**src/rtl/ttcs_pkg.sv**
```systemverilog
`timescale 1ns / 1ps
package ttcs_pkg;

  localparam int VIEW_WIDTH_DEF  = 256;
  localparam int VIEW_HEIGHT_DEF = 256;

  // Pipeline depths, counted in registers from the stage that feeds each unit.
  localparam int VTX_LAT   = 2;
  localparam int FACE_LAT  = 15;
  localparam int PIX_LAT   = 20;
  localparam int OUT_DLY   = PIX_LAT - FACE_LAT;
  localparam int PIPE_LAT  = VTX_LAT + PIX_LAT;

  localparam int SHADE_BITS  = 8;
  localparam int SHADE_SCALE = 65025;
  localparam int ZERO_Z_BIAS = 65536;
  localparam int ZERO_Z_DEN  = 131072;

  localparam logic [2:0] REG_ROT_X       = 3'd0;
  localparam logic [2:0] REG_ROT_Y       = 3'd1;
  localparam logic [2:0] REG_ROT_Z       = 3'd2;
  localparam logic [2:0] REG_TRANSLATION = 3'd3;
  localparam logic [2:0] REG_CAMERA      = 3'd4;
  localparam logic [2:0] REG_PROJECTION  = 3'd5;

  typedef logic signed [15:0] coord_t;

  typedef struct packed {
    coord_t x;
    coord_t y;
    coord_t z;
  } vec3_t;

  typedef struct packed {
    logic [47:0] rot_x;
    logic [47:0] rot_y;
    logic [47:0] rot_z;
    logic [47:0] trans;
    logic [47:0] cam;
    logic [63:0] proj;
  } cfg_t;

  typedef struct packed {
    coord_t vertex0_x;
    coord_t vertex0_y;
    coord_t vertex0_z;
    coord_t vertex1_x;
    coord_t vertex1_y;
    coord_t vertex1_z;
    coord_t vertex2_x;
    coord_t vertex2_y;
    coord_t vertex2_z;
  } in_t;

  typedef struct packed {
    coord_t     screen_x0;
    coord_t     screen_y0;
    coord_t     screen_x1;
    coord_t     screen_y1;
    coord_t     screen_x2;
    coord_t     screen_y2;
    logic [7:0] shade;
  } out_t;

endpackage

```
**src/rtl/ttcs_pixel_lane.sv**
```systemverilog
`timescale 1ns / 1ps
module ttcs_pixel_lane import ttcs_pkg::*; #(
  parameter int DIM = VIEW_WIDTH_DEF
) (
  input  logic   clk_i,
  input  logic   en_i,
  input  coord_t c_i,
  input  coord_t scale_i,
  input  coord_t z_i,
  output coord_t px_o
);

  localparam int DIM_W = $clog2(DIM + 1);
  localparam int SUM_W = 33;
  localparam int NUM_W = SUM_W + DIM_W + 1;
  localparam int DM_W  = 25;
  localparam int DEN_W = DM_W + 1;
  localparam int QW    = 16;
  localparam int RW    = (NUM_W > DM_W + QW) ? NUM_W : DM_W + QW;

  logic signed [31:0]      prod_q;
  coord_t                  z_q;
  logic signed [SUM_W-1:0] addend, total;
  logic signed [NUM_W-1:0] num_d, num_q;
  logic signed [DEN_W-1:0] den_d, den_q;
  logic [NUM_W-1:0]        nmag;
  logic [DM_W-1:0]         dmag;

  logic [RW-1:0]   r_q  [QW+1];
  logic [DM_W-1:0] dm_q [QW+1];
  logic [QW-1:0]   q_q  [QW+1];
  logic            ng_q [QW+1];
  logic            ov_q [QW+1];

  coord_t px_d, px_q;
  logic [QW-1:0] qm;

  always_comb begin
    if (z_q == 16'sd0) begin
      addend = SUM_W'(ZERO_Z_BIAS);
      den_d  = DEN_W'(ZERO_Z_DEN);
    end else begin
      addend = SUM_W'(z_q) <<< 8;
      den_d  = DEN_W'(z_q) <<< 9;
    end
    total = SUM_W'(prod_q) + addend;
    num_d = NUM_W'(total) * NUM_W'(DIM);
  end

  assign nmag = num_q[NUM_W-1] ? NUM_W'(-num_q) : NUM_W'(num_q);
  assign dmag = den_q[DEN_W-1] ? DM_W'(-den_q) : DM_W'(den_q);

  always_ff @(posedge clk_i) begin
    if (en_i) begin
      prod_q  <= c_i * scale_i;
      z_q     <= z_i;
      num_q   <= num_d;
      den_q   <= den_d;
      r_q[0]  <= RW'(nmag);
      dm_q[0] <= dmag;
      q_q[0]  <= '0;
      ng_q[0] <= num_q[NUM_W-1] ^ den_q[DEN_W-1];
      // A quotient of 2^16 or more saturates either way.
      ov_q[0] <= RW'(nmag) >= (RW'(dmag) << QW);
    end
  end

  // Restoring division, one quotient bit per stage.
  for (genvar g = 0; g < QW; g++) begin : g_div
    localparam int I = QW - 1 - g;
    logic [RW-1:0] trial;

    assign trial = RW'(dm_q[g]) << I;

    always_ff @(posedge clk_i) begin
      if (en_i) begin
        if (r_q[g] >= trial) begin
          r_q[g+1] <= r_q[g] - trial;
          q_q[g+1] <= q_q[g] | QW'(1 << I);
        end else begin
          r_q[g+1] <= r_q[g];
          q_q[g+1] <= q_q[g];
        end
        dm_q[g+1] <= dm_q[g];
        ng_q[g+1] <= ng_q[g];
        ov_q[g+1] <= ov_q[g];
      end
    end
  end

  assign qm = q_q[QW];

  always_comb begin
    if (ng_q[QW]) begin
      if (ov_q[QW] || qm > 16'd32768) px_d = 16'sh8000;
      else px_d = 16'(17'sd0 - 17'({1'b0, qm}));
    end else begin
      if (ov_q[QW] || qm > 16'd32767) px_d = 16'sh7fff;
      else px_d = qm;
    end
  end

  always_ff @(posedge clk_i) begin
    if (en_i) begin
      px_q <= px_d;
    end
  end

  assign px_o = px_q;

endmodule

```
**config.mk**
```make
export PLATFORM = sky130hd
export DESIGN_NAME = ttcs_pixel_lane
export DESIGN_NICKNAME = d
export VERILOG_FILES = /design/src/rtl/ttcs_pkg.sv /design/src/rtl/ttcs_pixel_lane.sv
export SDC_FILE = /design/constraint.sdc
export NUM_CORES = 2
export LEC_CHECK = 0
export ABC_AREA = 1
export BUFFER_PORTS_ARGS = -buffer_cell sky130_fd_sc_hd__buf_2
export CAP_MARGIN = 20
export CORE_MARGIN = 2
export CORE_UTILIZATION = 52
export DETAILED_ROUTE_END_ITERATION = 7
export MAX_ROUTING_LAYER = met4
export PLACE_DENSITY = 0.8
export SYNTH_ARGS = -nofsm -noshare
export SYNTH_HDL_FRONTEND = slang
export SYNTH_SLANG_ARGS = --single-unit
```
**constraint.sdc**
```tcl
create_clock -name clk_i -period 8.46 [get_ports clk_i]
set_input_delay 0 -clock clk_i [delete_from_list [all_inputs] [get_ports clk_i]]
set_output_delay 0 -clock clk_i [all_outputs]
set_load 0.01 [all_outputs]
```
* Word level (Yosys, flattened, before mapping)
Memory sizes are Yosys's and may differ from the RTL's. Index checks and enable logic that the tools add are counted.
Word-level totals: register bits 122, bits in writable memories 1462, input bits 50, output and inout port bits 16, word-level logic and storage cells 223, memories kept 5
Memories:
- r_q | words 17, width 43, read ports 16, clocked after Yosys merged registers in 0, write ports 17, line ttcs_pixel_lane.sv:29 | logic [RW-1:0] r_q [QW+1];
- dm_q | words 17, width 25, read ports 16, clocked after Yosys merged registers in 0, write ports 17, line ttcs_pixel_lane.sv:30 | logic [DM_W-1:0] dm_q [QW+1];
- q_q | words 17, width 16, read ports 17, clocked after Yosys merged registers in 0, write ports 17, line ttcs_pixel_lane.sv:31 | logic [QW-1:0] q_q [QW+1];
- ng_q | words 17, width 1, read ports 17, clocked after Yosys merged registers in 0, write ports 17, line ttcs_pixel_lane.sv:32 | logic ng_q [QW+1];
- ov_q | words 17, width 1, read ports 17, clocked after Yosys merged registers in 0, write ports 17, line ttcs_pixel_lane.sv:33 | logic ov_q [QW+1];
Operators by class: add/subtract/negate cells 20, $mul 1, $lt $le $gt $ge 19, muxes and demuxes 136, bitwise logic cells 33, reductions and logical operators 3
Operator list (number):
- two-way mux 43 bit | 17
- two-way mux 16 bit | 19
- two-way mux 1 bit | 98
- >= comparator 43 x 25 -> 1 bit | 1
- >= comparator 43 x 26 -> 1 bit | 1
- >= comparator 43 x 27 -> 1 bit | 1
- >= comparator 43 x 28 -> 1 bit | 1
- >= comparator 43 x 29 -> 1 bit | 1
- >= comparator 43 x 30 -> 1 bit | 1
- >= comparator 43 x 31 -> 1 bit | 1
- >= comparator 43 x 32 -> 1 bit | 1
- >= comparator 43 x 33 -> 1 bit | 1
- >= comparator 43 x 34 -> 1 bit | 1
- >= comparator 43 x 35 -> 1 bit | 1
- >= comparator 43 x 36 -> 1 bit | 1
- >= comparator 43 x 37 -> 1 bit | 1
- >= comparator 43 x 38 -> 1 bit | 1
- >= comparator 43 x 39 -> 1 bit | 1
- >= comparator 43 x 40 -> 1 bit | 1
- >= comparator 43 x 41 -> 1 bit | 1
- negation 41 -> 43 bit | 1
- subtractor 43 x 25 -> 43 bit | 1
- subtractor 43 x 26 -> 43 bit | 1
- subtractor 43 x 27 -> 43 bit | 1
- other kinds (25) | 57

* Logic depth before layout (Yosys ltp)
An unclocked memory read counts as a cell.
depth in word-level cells 6, gate-level depth with buffers 27

* Least setup slack after synthesis
No wires, ideal clock.
path type input -> register, start point input port scale_i[5], end point register prod_q[26], data pin, setup time 0.259 ns, arrival 5.630 ns, required time 8.201 ns, setup slack 2.571 ns, stages on the path 23, path buffers 2, path through clkbuf_1 clkbuf_1 nand2_1 fa_1 inv_1 fa_1 inv_1 fa_1 inv_1 fa_1 fa_1 inv_1 fa_1 inv_1 ha_1 nand2_1 nor2_1 inv_1 nor2_1 nand3_1 or2_2 nand3_1 xor2_1
On the way: word-level cells in the longest chain between the ends 1
RTL lines:
- start: declaration | line ttcs_pixel_lane.sv:8 | input coord_t scale_i,
- multiplier 16 x 16 -> 32 bit | line ttcs_pixel_lane.sv:55 | prod_q <= c_i * scale_i;
- end signal: assignment | line ttcs_pixel_lane.sv:55
- end: declaration | line ttcs_pixel_lane.sv:21 | logic signed [31:0] prod_q;
Every way passes these cells. A chain may end at the register's enable or synchronous reset.

* Final worst setup path
start point input port scale_i[4], end point register prod_q[26], data pin
The elaborated chain is that of the path after synthesis.

==> results.sh <==
export IMPL_run_status="completed"
export IMPL_via_per_inst=5.45
export IMPL_fin_setup_tns_ps=0
export IMPL_yosys_area_top_type="edfxtp_1"
export IMPL_yosysTopAreaCellShare_pct=43.9
export IMPL_ir_drop_v=0.00120
export IMPL_crit_path_max_incr_delay_ps=900
export IMPL_power_density_mw_per_mm2=390
export IMPL_cts_buffers=116
export IMPL_crit_type="input pin to flop"
export IMPL_drt_iter0_markers=5490
export IMPL_holdPathStages=4
export IMPL_pre_cts_ws_ps=2140
export IMPL_ioPinCount=66
export IMPL_hp_start="c_i[0]"
export IMPL_path_buf_inv=7
export IMPL_slew_viol_final=0
export IMPL_grt_max_degree=153
export IMPL_path_delay_family="adder cells"
export IMPL_fp_dieH_um=384
export IMPL_critPathRequiredTime_ps=8930
export IMPL_async_flop_share_pct=0
export IMPL_clk_pin_slew_ps=60
export IMPL_cts_max_level=3
export IMPL_fillers=13200
export IMPL_rsz0062_at_grt="false"
export IMPL_insertion_delay_ps=770
export IMPL_cp_slowest_cell="fa_1"
export IMPL_synth_flop_cell="edfxtp_1"
export IMPL_holdPathEnd="prod_q[1]"
export IMPL_ys_ff_latch=1099
export IMPL_grt_usage_pct=30.3
export IMPL_design_core_area_mm2=0.144
export IMPL_wire_per_inst_um=19.6
export IMPL_cts_tree="yes"
export IMPL_drtPass1Iterations=6
export IMPL_grt_pass1_vias=58800
export IMPL_hpwl_um=172000
export IMPL_syn2layout_area_growth_pct=8.35
export IMPL_cts_root_buf="clkbuf_16"
export IMPL_drc=0
export IMPL_crit_path_start_kind="input pin"
export IMPL_min_path_type="input pin to flop"
export IMPL_antenna_found_initial=3
export IMPL_holdBufCountCts=35
export IMPL_vias=60100
export IMPL_syn_inst=9002
export IMPL_max_slew_margin_pct=31.2
export IMPL_multiInputGateArea_mm2=0.0350
export IMPL_dpl_cell_count=10800
export IMPL_critPathArrivalTime_ps=6020
export IMPL_std_cell_rows=139
export IMPL_gr_total_overflow=0
export IMPL_seqCellArea_mm2=0.0330
export IMPL_final_cells=11000
export IMPL_maxCapViolations=0
export IMPL_hold_violations=0
export IMPL_r2r_cells=15
export IMPL_grt_pass1_wl_um=336000
export IMPL_die_w_um=384
export IMPL_clock_sinks=1099
export IMPL_setup_viol=0
export IMPL_synth_area_top_cells="edfxtp_1 (44%), nand2_1 (13%), inv_1 (8.1%)"
export IMPL_cp_num_cells=22
export IMPL_ctsLongestPathBuffers=3
export IMPL_nets=9705
export IMPL_cp_max_fo=16
export IMPL_reg2reg_slack_ps=5080
export IMPL_r2r_end="ov_q[0]"
export IMPL_ys_seq_area_share_pct=43.9
export IMPL_path_cells="buf_2 -> nand2_1 -> fa_1 -> inv_1 -> fa_1 -> inv_1 -> fa_1 -> inv_1 -> fa_1 -> fa_1 -> inv_1 -> fa_1 -> inv_1 -> ha_1 -> nand2_1 -> nor2_1 -> inv_1 -> nor2_1 -> nand3_1 -> or2_2 -> nand3_1 -> xor2_1"
export IMPL_finalWeightedCongestion=0.983
export IMPL_crit_start="scale_i[4]"
export IMPL_post_cts_buffers=0
export IMPL_p_leak_nw=37.7
export IMPL_routed_wl_um=215000
export IMPL_finalClockSkew_ps=42.0
export IMPL_cts_resized_gates=0
export IMPL_synth_cell_types=60
export IMPL_synth_warnings=0
export IMPL_timing_fmax_mhz=180
export IMPL_final_util_pct=56.7
export IMPL_antenna_left=0
export IMPL_worst_pin_slew_ps=1030
export IMPL_dieArea_mm2=0.148
export IMPL_drive_gt1_share_pct=4.53
export IMPL_period_minus_slack_ps=5550
export IMPL_end_kind="flop"
export IMPL_portBuffers=65
export IMPL_synth_edff_count=1099
export IMPL_initial_core_util_pct=52.4
export IMPL_finalCritPeriodShare_pct=65.6
export IMPL_syn_avg_cell_area_um2=8.36
export IMPL_synthesis_area_mm2=0.0752
export IMPL_fin_ws_ps=2910
export IMPL_reg2reg_from="num_q[9]"
==> cells in the mapped netlist, types with 3 or more instances <==
master and count:
buf_2 10, clkbuf_1 181, a211oi_1 3, nand3b_1 49, nor4_1 41, o21ai_2 10
nor3_2 9, nand3_1 462, o31ai_1 4, a21oi_2 10, nor2_4 13, and2_1 11
a31oi_1 5, buf_1 3, nor3_1 99, buf_4 14, or2_2 23, fa_1 263
nand2_2 21, a21oi_1 366, inv_4 4, o21a_1 8, nor2_2 18, nor3b_1 11
a21boi_0 11, nor2_1 807, edfxtp_1 1099, xnor2_1 110, o21ai_1 55, buf_6 22
and3_1 9, a21o_1 20, nand3_2 14, inv_2 11, inv_1 1616, o211ai_1 10
o21ai_0 297, nand4_1 189, o21bai_1 35, ha_1 381, xor2_1 139, nand2_1 2514
==> stage by stage <==
step	hold slack (ps)	total power [mW]	area [um2]
floorplan	98.9	21.1	75200
global placement	176	26.3	77000
detailed placement	178	26.4	77000
CTS	29.6	31.9	81500
global route	97.3	34.6	81500
finish	120	31.8	81500
==> per-layer routing <==
metal | global-route usage, % | part of all wire [%] | up-vias
met5 | - | 0 | -
met4 | 9.58 | 3.6 | 0
met3 | 3.39 | 5.7 | 426
met2 | 50.3 | 49 | 1998
met1 | 38.9 | 42 | 28600
li1 | - | - | 29000
==> cells in the final DEF (no fill, tap or decap), drive strengths merged, types with 3 or more instances in the layout <==
cell	Yosys	layout
a21o	20	20
o21ai	362	362
nor4	41	41
inv	1631	1640
nand3	478	478
clkbuf	181	132
bufinv	0	20
dlygate4sd3	0	35
clkinv	1	52
edfxtp	1099	1099
nor2	838	838
nand2	2536	2536
o21a	8	8
fa	263	263
buf	49	85
or2	26	26
o31ai	4	4
and3	9	9
a21oi	376	376
diode	0	3
o21bai	36	36
nand4	193	193
a211oi	3	3
a21boi	14	14
clkinvlp	0	7
and2	11	11
o211ai	10	10
a31oi	5	5
ha	381	381
nor3	108	108
nand3b	49	49
xor2	139	139
xnor2	110	110
nor3b	12	12
==> power by group <==
part	leakage (nW)	internal, mW	total [mW]	switching, mW
combinational	25.2	5.96	17.3	11.3
clock	1.98	3.19	5.45	2.27
sequential	10.6	8.06	9.05	0.989
==> worst max path at each step <==
stage | endpoint
floorplan | prod_q[26]
global placement | prod_q[26]
detailed placement | prod_q[26]
CTS | prod_q[26]
global route | prod_q[26]
finish | prod_q[26]
==> cell families (layout without fill, tap and decap cells) <==
group	count (synthesis)	after routing	synth area share, %
and+or+nand+nor	4303	4303	24.2
DFF	1099	1099	43.9
buffers and inverters	1862	1971	9.61
adders and majority gates	644	644	13.3
other	1	5	0.00498
AOI/OAI and AO/OA	844	844	6.09
xor gates and xnor gates	249	249	2.90
==> worst register-to-register path, delay by kind of cell, from the launching register on <==
family / cells / cell delay [ps]
buffers and inverters: 1 / 140
adder cells (fa/ha/maj): 2 / 480
flip-flops: 1 / 410
AND/OR/NAND/NOR: 12 / 2230
==> registers in the layout (all words and copies together) (netlist names) <==
register and count:
ov_q 17, den_q 16, r_q 560, num_q 33, dm_q 256, px_o 16, prod_q 32, z_q 16
q_q 136, ng_q 17
==> cell type report <==
class	instances	area share [%]
diodes	3	0.00921
clock buffers	132	3.69
clock inverters	87	1.36
inverters	1632	7.53
multi-input cells	6042	42.9
flip-flops and latches	1099	40.5
well taps	1903	2.92
repair buffers	120	1.07
(Power assumes the default switching activity.)
